<file path="config.mk">
export PLATFORM = sky130hd
export DESIGN_NAME = proper_divisor_sum_perfect_test_core
export DESIGN_NICKNAME = d
export VERILOG_FILES = /design/src/pds_pkg.sv /design/src/proper_divisor_sum_perfect_test_core.sv
export VERILOG_INCLUDE_DIRS = /design/src /design/src/src
export SDC_FILE = /design/constraint.sdc
export NUM_CORES = 1
export LEC_CHECK = 0
export BUFFER_PORTS_ARGS = -buffer_cell sky130_fd_sc_hd__clkbuf_2
export CAP_MARGIN = 40
export CORE_MARGIN = 2
export CORE_UTILIZATION = 64
export CTS_BUF_LIST = sky130_fd_sc_hd__clkbuf_8
export DETAILED_ROUTE_END_ITERATION = 10
export PLACE_DENSITY = 0.83
export SYNTH_ARGS = -nofsm -noshare
export SYNTH_HDL_FRONTEND = slang
export SYNTH_SLANG_ARGS = --single-unit
</file>
<file path="constraint.sdc">
create_clock -name clk -period 4.85 [get_ports clk]
set_clock_uncertainty 0.05 [all_clocks]
set_input_delay 0.485 -clock clk [delete_from_list [all_inputs] [get_ports clk]]
set_output_delay 0.485 -clock clk [all_outputs]
set_load 0.005 [all_outputs]
</file>
<file path="src/proper_divisor_sum_perfect_test_core_defines.svh">
// Assertion macros for the proper divisor sum core.
// Each macro expects clk and rst to be visible where it is used.
`ifndef PROPER_DIVISOR_SUM_PERFECT_TEST_CORE_DEFINES_SVH
`define PROPER_DIVISOR_SUM_PERFECT_TEST_CORE_DEFINES_SVH

`ifndef SYNTH

// Check that cond_b holds in the same cycle as cond_a.
`define PDS_ASSERT_NOW(lbl, cond_a, cond_b, msg) \
  lbl: assert property (@(posedge clk) disable iff (rst) (cond_a) |-> (cond_b)) \
    else $error(msg);

// Check that cond_b holds in the cycle after cond_a.
`define PDS_ASSERT_NEXT(lbl, cond_a, cond_b, msg) \
  lbl: assert property (@(posedge clk) disable iff (rst) (cond_a) |=> (cond_b)) \
    else $error(msg);

`else

`define PDS_ASSERT_NOW(lbl, cond_a, cond_b, msg)
`define PDS_ASSERT_NEXT(lbl, cond_a, cond_b, msg)

`endif

`endif

</file>
<file path="src/pds_pkg.sv">
`default_nettype none

package pds_pkg;

  // Fixed field widths of the stream payloads.
  localparam int IN_W          = 32;
  localparam int TOTAL_W       = 36;
  localparam int IN_TDATA_W    = 32;
  localparam int OUT_TDATA_W   = 40;
  localparam int NUM_WIDTH_DEF = 32;

  typedef enum logic [2:0] {
    ST_IDLE,
    ST_CHECK,
    ST_DIV,
    ST_ADD_D,
    ST_ADD_Q,
    ST_FINISH
  } pds_state_t;

endpackage

`default_nettype wire

</file>
<file path="src/proper_divisor_sum_perfect_test_core.sv">
// Channel   Dir  Signals                          Payload
// s         in   s_tvalid s_tready s_tdata[31:0]  number
// m         out  m_tvalid m_tready m_tdata[39:0]  divisor_total
//                m_tuser                          perfect
//
// One request is worked at a time. With k = floor(sqrt(n)) - 1 candidate
// divisors (k = 0 for n below 4) and h of them dividing n, a request runs
// k rounds of check, division and divisor add, h quotient adds, then a
// last check and the finish step. The run time is set by the bit-serial
// restoring divider: one quotient bit per cycle, a full NUM_WIDTH-bit
// division per candidate. Reset (rst, synchronous) returns the control
// to idle and empties the output register; no clearing pass is needed.
// A result waits in the output register while m_tready is low; the next
// request is accepted and worked meanwhile and only its finish step holds.
`default_nettype none
`include "proper_divisor_sum_perfect_test_core_defines.svh"

module proper_divisor_sum_perfect_test_core #(
  parameter int NUM_WIDTH = pds_pkg::NUM_WIDTH_DEF
) (
  input  logic                             clk,
  input  logic                             rst,
  input  logic                             s_tvalid,
  output logic                             s_tready,
  input  logic [pds_pkg::IN_TDATA_W-1:0]   s_tdata,   // [31:0] number
  output logic                             m_tvalid,
  input  logic                             m_tready,
  output logic [pds_pkg::OUT_TDATA_W-1:0]  m_tdata,   // [35:0] divisor_total, [39:36] zero
  output logic                             m_tuser    // [0] perfect
);

  import pds_pkg::*;

  // Candidate divisor runs up to floor(sqrt(n)) + 1.
  localparam int D_W   = (NUM_WIDTH + 1) / 2 + 1;
  localparam int SQ_W  = 2 * D_W;
  // Proper divisor sum stays below 8n for n under 2^48.
  localparam int ACC_W = NUM_WIDTH + 3;
  localparam int CNT_W = $clog2(NUM_WIDTH);
  localparam int EXT_W = ACC_W + TOTAL_W;

  pds_state_t state, state_next;

  logic [NUM_WIDTH-1:0] num;       // number under test
  logic [NUM_WIDTH-1:0] num_sh;    // dividend shift line, MSB first
  logic [NUM_WIDTH-1:0] quo;       // quotient shift line
  logic [D_W-1:0]       rem;
  logic [D_W-1:0]       dvs;       // current candidate divisor
  logic [SQ_W-1:0]      dvs_sq;    // dvs * dvs, kept by increments
  logic [ACC_W-1:0]     acc;
  logic [CNT_W-1:0]     cnt;

  logic [IN_TDATA_W+NUM_WIDTH-1:0] in_ext;
  logic [NUM_WIDTH-1:0]            in_num;
  logic [D_W:0]                    rem_trial;
  logic                            rem_ge;
  logic [D_W:0]                    rem_diff;
  logic                            dvs_fits;
  logic [EXT_W-1:0]                acc_ext;
  logic                            acc_over;
  logic                            load_out;

  // Take the input modulo 2^NUM_WIDTH, extending when NUM_WIDTH is wider.
  assign in_ext = {{NUM_WIDTH{1'b0}}, s_tdata};
  assign in_num = in_ext[NUM_WIDTH-1:0];

  // One restoring division step: bring down the next dividend bit.
  assign rem_trial = {rem, num_sh[NUM_WIDTH-1]};
  assign rem_ge    = (rem_trial >= {1'b0, dvs});
  assign rem_diff  = rem_trial - {1'b0, dvs};

  assign dvs_fits = (dvs_sq <= SQ_W'(num));

  // Saturate the delivered total at 36 bits; the perfect test uses acc.
  assign acc_ext  = {{TOTAL_W{1'b0}}, acc};
  assign acc_over = |acc_ext[EXT_W-1:TOTAL_W];

  assign s_tready = (state == ST_IDLE);

  always_ff @(posedge clk) begin
    if (rst) begin
      state <= ST_IDLE;
    end else begin
      state <= state_next;
    end
  end

  always_comb begin
    state_next = state;
    load_out   = 1'b0;
    case (state)
      ST_IDLE: begin
        if (s_tvalid) state_next = ST_CHECK;
      end
      ST_CHECK: begin
        state_next = dvs_fits ? ST_DIV : ST_FINISH;
      end
      ST_DIV: begin
        if (cnt == '0) state_next = ST_ADD_D;
      end
      ST_ADD_D: begin
        state_next = (rem == '0) ? ST_ADD_Q : ST_CHECK;
      end
      ST_ADD_Q: begin
        state_next = ST_CHECK;
      end
      ST_FINISH: begin
        if (!m_tvalid || m_tready) begin
          load_out   = 1'b1;
          state_next = ST_IDLE;
        end
      end
      default: state_next = ST_IDLE;
    endcase
  end

  // Datapath: no reset needed, every request reloads it.
  always_ff @(posedge clk) begin
    case (state)
      ST_IDLE: begin
        num    <= in_num;
        acc    <= ACC_W'(in_num > NUM_WIDTH'(1));
        dvs    <= D_W'(2);
        dvs_sq <= SQ_W'(4);
      end
      ST_CHECK: begin
        num_sh <= num;
        rem    <= '0;
        cnt    <= CNT_W'(NUM_WIDTH - 1);
      end
      ST_DIV: begin
        num_sh <= {num_sh[NUM_WIDTH-2:0], 1'b0};
        quo    <= {quo[NUM_WIDTH-2:0], rem_ge};
        rem    <= rem_ge ? rem_diff[D_W-1:0] : rem_trial[D_W-1:0];
        cnt    <= cnt - CNT_W'(1);
      end
      ST_ADD_D: begin
        if (rem == '0) begin
          acc <= acc + ACC_W'(dvs);
        end else begin
          // Advance to the next candidate.
          dvs    <= dvs + D_W'(1);
          dvs_sq <= dvs_sq + SQ_W'({dvs, 1'b1});
        end
      end
      ST_ADD_Q: begin
        // Count an exact square root only once.
        if (quo != NUM_WIDTH'(dvs)) acc <= acc + ACC_W'(quo);
        dvs    <= dvs + D_W'(1);
        dvs_sq <= dvs_sq + SQ_W'({dvs, 1'b1});
      end
      default: begin
      end
    endcase
  end

  // Output register: hold the result until the sink takes it.
  always_ff @(posedge clk) begin
    if (rst) begin
      m_tvalid <= 1'b0;
    end else if (load_out) begin
      m_tvalid <= 1'b1;
    end else if (m_tready) begin
      m_tvalid <= 1'b0;
    end
  end

  always_ff @(posedge clk) begin
    if (load_out) begin
      m_tdata <= {{(OUT_TDATA_W - TOTAL_W){1'b0}},
                  (acc_over ? {TOTAL_W{1'b1}} : acc_ext[TOTAL_W-1:0])};
      m_tuser <= (num != '0) && (acc == ACC_W'(num));
    end
  end

  `PDS_ASSERT_NEXT(a_accept_starts, s_tvalid && s_tready, state == ST_CHECK, "accept did not start")
  `PDS_ASSERT_NOW(a_rem_below_dvs, state == ST_DIV, rem < dvs, "remainder not below divisor")
  `PDS_ASSERT_NOW(a_square_tracks, state == ST_CHECK, dvs_sq == (SQ_W'(dvs) * SQ_W'(dvs)), "square out of step")
  `PDS_ASSERT_NOW(a_perfect_nonzero, m_tvalid && m_tuser, m_tdata[TOTAL_W-1:0] != '0, "perfect with zero total")

endmodule

`default_nettype wire
</file>
==> reports/results.tsv <==
metric	value	unit
outcome	finished, final reports clean	
Commonest cells post-synth	edfxtp_1 (240), nor2_1 (112), nand2_1 (101), ha_1 (100), o21ai_0 (86)	
Slowest-stage cell, CP	dfxtp_1	
FMAX	242.2	MHz
number of I/O pins	79	
GRT Total Usage	0.3088	
pwr/cell area	702.1	nW/um2
final setup TNS	0	ps
clk buf depth	3	
final setup fails	0	
FP Rows	54	
CP arrival	4370	ps
Worst-Margin Slew	896.1	ps
area of the multi-input gates	6608	um2
WL/cell	20.98	um
count leader, synth	edfxtp_1	
Die H	153.2	um
critical path launch point type	flip-flop	
EDFF count, synth	240	
Diodes inserted	0	
top_reg_cell synth	edfxtp_1	
Post-CTS Setup Bufs	0	
hold_buf cts	0	
Num Clock Sinks	244	
Slew headroom	0.3998	
FF+latch area	7287	um2
DR vias	10930	
post-synth top area cell	edfxtp_1	
critical-path cell list	nand2b_1, nor2_2, buf_4, nand2_1, o21ai_0, ha_1, and3_2, a221o_1, a2111oi_4, a311oi_2, nor4_1, o21bai_1, a41oi_2, or4b_1, nand3_1	
ANT nets after route	0	
number of distinct library cells after synthesis	65	
area fraction of the dominant cell type after synthesis	0.5058	
Layout Nets	1556	
PostCTS Resize Cnt	0	
Lkg Pwr	6.378	nW
DP HPWL	26770	um
syn_area_per_cell	10.78	um2
Place WS	821.1	ps
clk slew on worst S/H paths	70	ps
chip width	153.2	um
Final Critical Period	4129	ps
vias in the first global route	10660	
crit path max fanout	35	
die area	23470	um2
Synth-to-Final Area Change	10.99	%
Core Area	21820	um2
CTS H-Tree Depth	2	
synth warn	0	
share of layout cells above drive strength 1	0.1167	
final WL	36260	um
Critical Path End Type	flip-flop	
RSZ-0062 raised after global routing	no	
Setup CP Type	reg -> reg	
initial antenna violation count	0	
Seq cells post-synth	244	
clock insertion delay at the later pin of the skew report	560	ps
Mapped Area	14250	um2
Critical Path RT	5090	ps
final slew viol count	0	
Synth area leaders	edfxtp_1 (51%), ha_1 (8.8%), xnor2_1 (5.1%), o21ai_0 (3.0%), nor2_1 (3.0%)	
Max VDD drop	444.7	uV
total grt overflow	0	
number of DRC markers in iteration 0	1138	
port bufs	73	
part of the Yosys area used for sequential elements	0.5114	
CTS tree	built	
CP max stage delay	550	ps
asr flop ratio synth	0	
CTS Buf Count	41	
MaxCap Viol Count	0	
largest net degree at the start of global routing	52	
Final GP Congestion	0.9459	
Hold Fails Final Rpt	0	
vias per cell	6.324	
drc violations	0	
Fillers	1516	
Tcrit/Tclk final	0.8514	
Root Buffer	clkbuf_8	
starting density of the core	0.6529	
hold crit path type	in -> reg	
Tot Pwr	0.01110	W
global-route wire length before repair	57010	um
final worst slack	720.9	ps
cell count after synthesis	1322	
first-pass iteration count of the detailed router	6	
-- layout make-up --
type                    instances  area share
flip-flops and latches        244      0.4608
multi-input cells             972      0.4178
clock buffers                  43     0.03742
repair buffers                 89     0.03402
well taps                     280     0.02215
inverters                      69     0.01638
clock inverters                31     0.01147
-- report_power, final --
part	total [W]	switching (W)	leakage, nW	internal, W
logic	0.00495	0.00301	3.54	0.00194
clock network	0.00179	0.000857	0.428	0.000929
registers	0.00436	0.000852	2.41	0.00351
total	0.0111	0.00472	6.38	0.00639
-- per-layer routing --
metal  share of wire  routed length [um]  track usage
met3           0.090                3268      0.06124
met5               0                   0            0
met2            0.47               17000       0.4985
met1            0.40               14540       0.4135
met4           0.040                1442       0.1248
-- cells in the final DEF (no fill, tap or decap), drive strengths merged, types with 29 or more instances in the layout --
cell / n
nand3: 51
ha: 100
o21ai: 88
a21oi: 68
and3: 36
nor4: 35
edfxtp: 240
xnor2: 83
xor2: 39
clkbuf: 116
nand4: 29
nor2: 112
inv: 77
a21o: 44
nand2: 101
-- state kept, by name, summed over array words and instances, names as in the netlist --
register	flops
acc	35
num	32
dvs	17
quo	32
m_tdata	35
dvs_sq	34
m_tuser	1
state	3
m_tvalid	1
rem	17
cnt	5
num_sh	32
-- stage by stage --
stage / area, um2 / hold WS, ps / std cells / utilization
final: 15820 / 55.87 / 1728 / 0.7247
after CTS: 15820 / 39.20 / 1728 / 0.7247
after global routing: 15820 / 42.03 / 1728 / 0.7247
after floorplan: 14260 / 392.1 / 1326 / -
after detailed placement: 15040 / 411.7 / 1654 / 0.6893
after global placement: 14980 / 408.8 / 1651 / 0.6864
-- worst max-delay path: cells and delay by family, from the launching register on --
family	cells	cell delay (ps)
AOI/OAI and AO/OA	6	1480
and+or+nand+nor	7	1160
DFF	1	550
adders and majority gates	1	360
buffers and inverters	1	250
-- cells by family (layout without fill, tap and decap cells) --
kind of cell | count (synthesis) | in the layout | share of synthesized area
AOI/OAI and AO/OA | 275 | 275 | 0.1228
xor gates and xnor gates | 122 | 122 | 0.07499
muxes | 20 | 20 | 0.01405
DFF | 244 | 244 | 0.5114
and+or+nand+nor | 447 | 447 | 0.1539
buffers and inverters | 110 | 232 | 0.03056
adders and majority gates | 103 | 103 | 0.09203
other | 1 | 5 | 0.0002632
-- path summary, 6_finish.rpt --
check,from,end,slack [ps],cells past startpoint
setup / recovery,state[1]$_SDFFE_PP0P_,acc[31]$_SDFFCE_PP0P_,720,15
hold / removal,s_tdata[0],num[0]$_DFFE_PP_,60,1
setup reg to reg,state[1]$_SDFFE_PP0P_,acc[31]$_SDFFCE_PP0P_,720,15
hold reg to reg,quo[24]$_DFFE_PP_,quo[25]$_DFFE_PP_,430,0
Power figures use the tool's default switching activity.
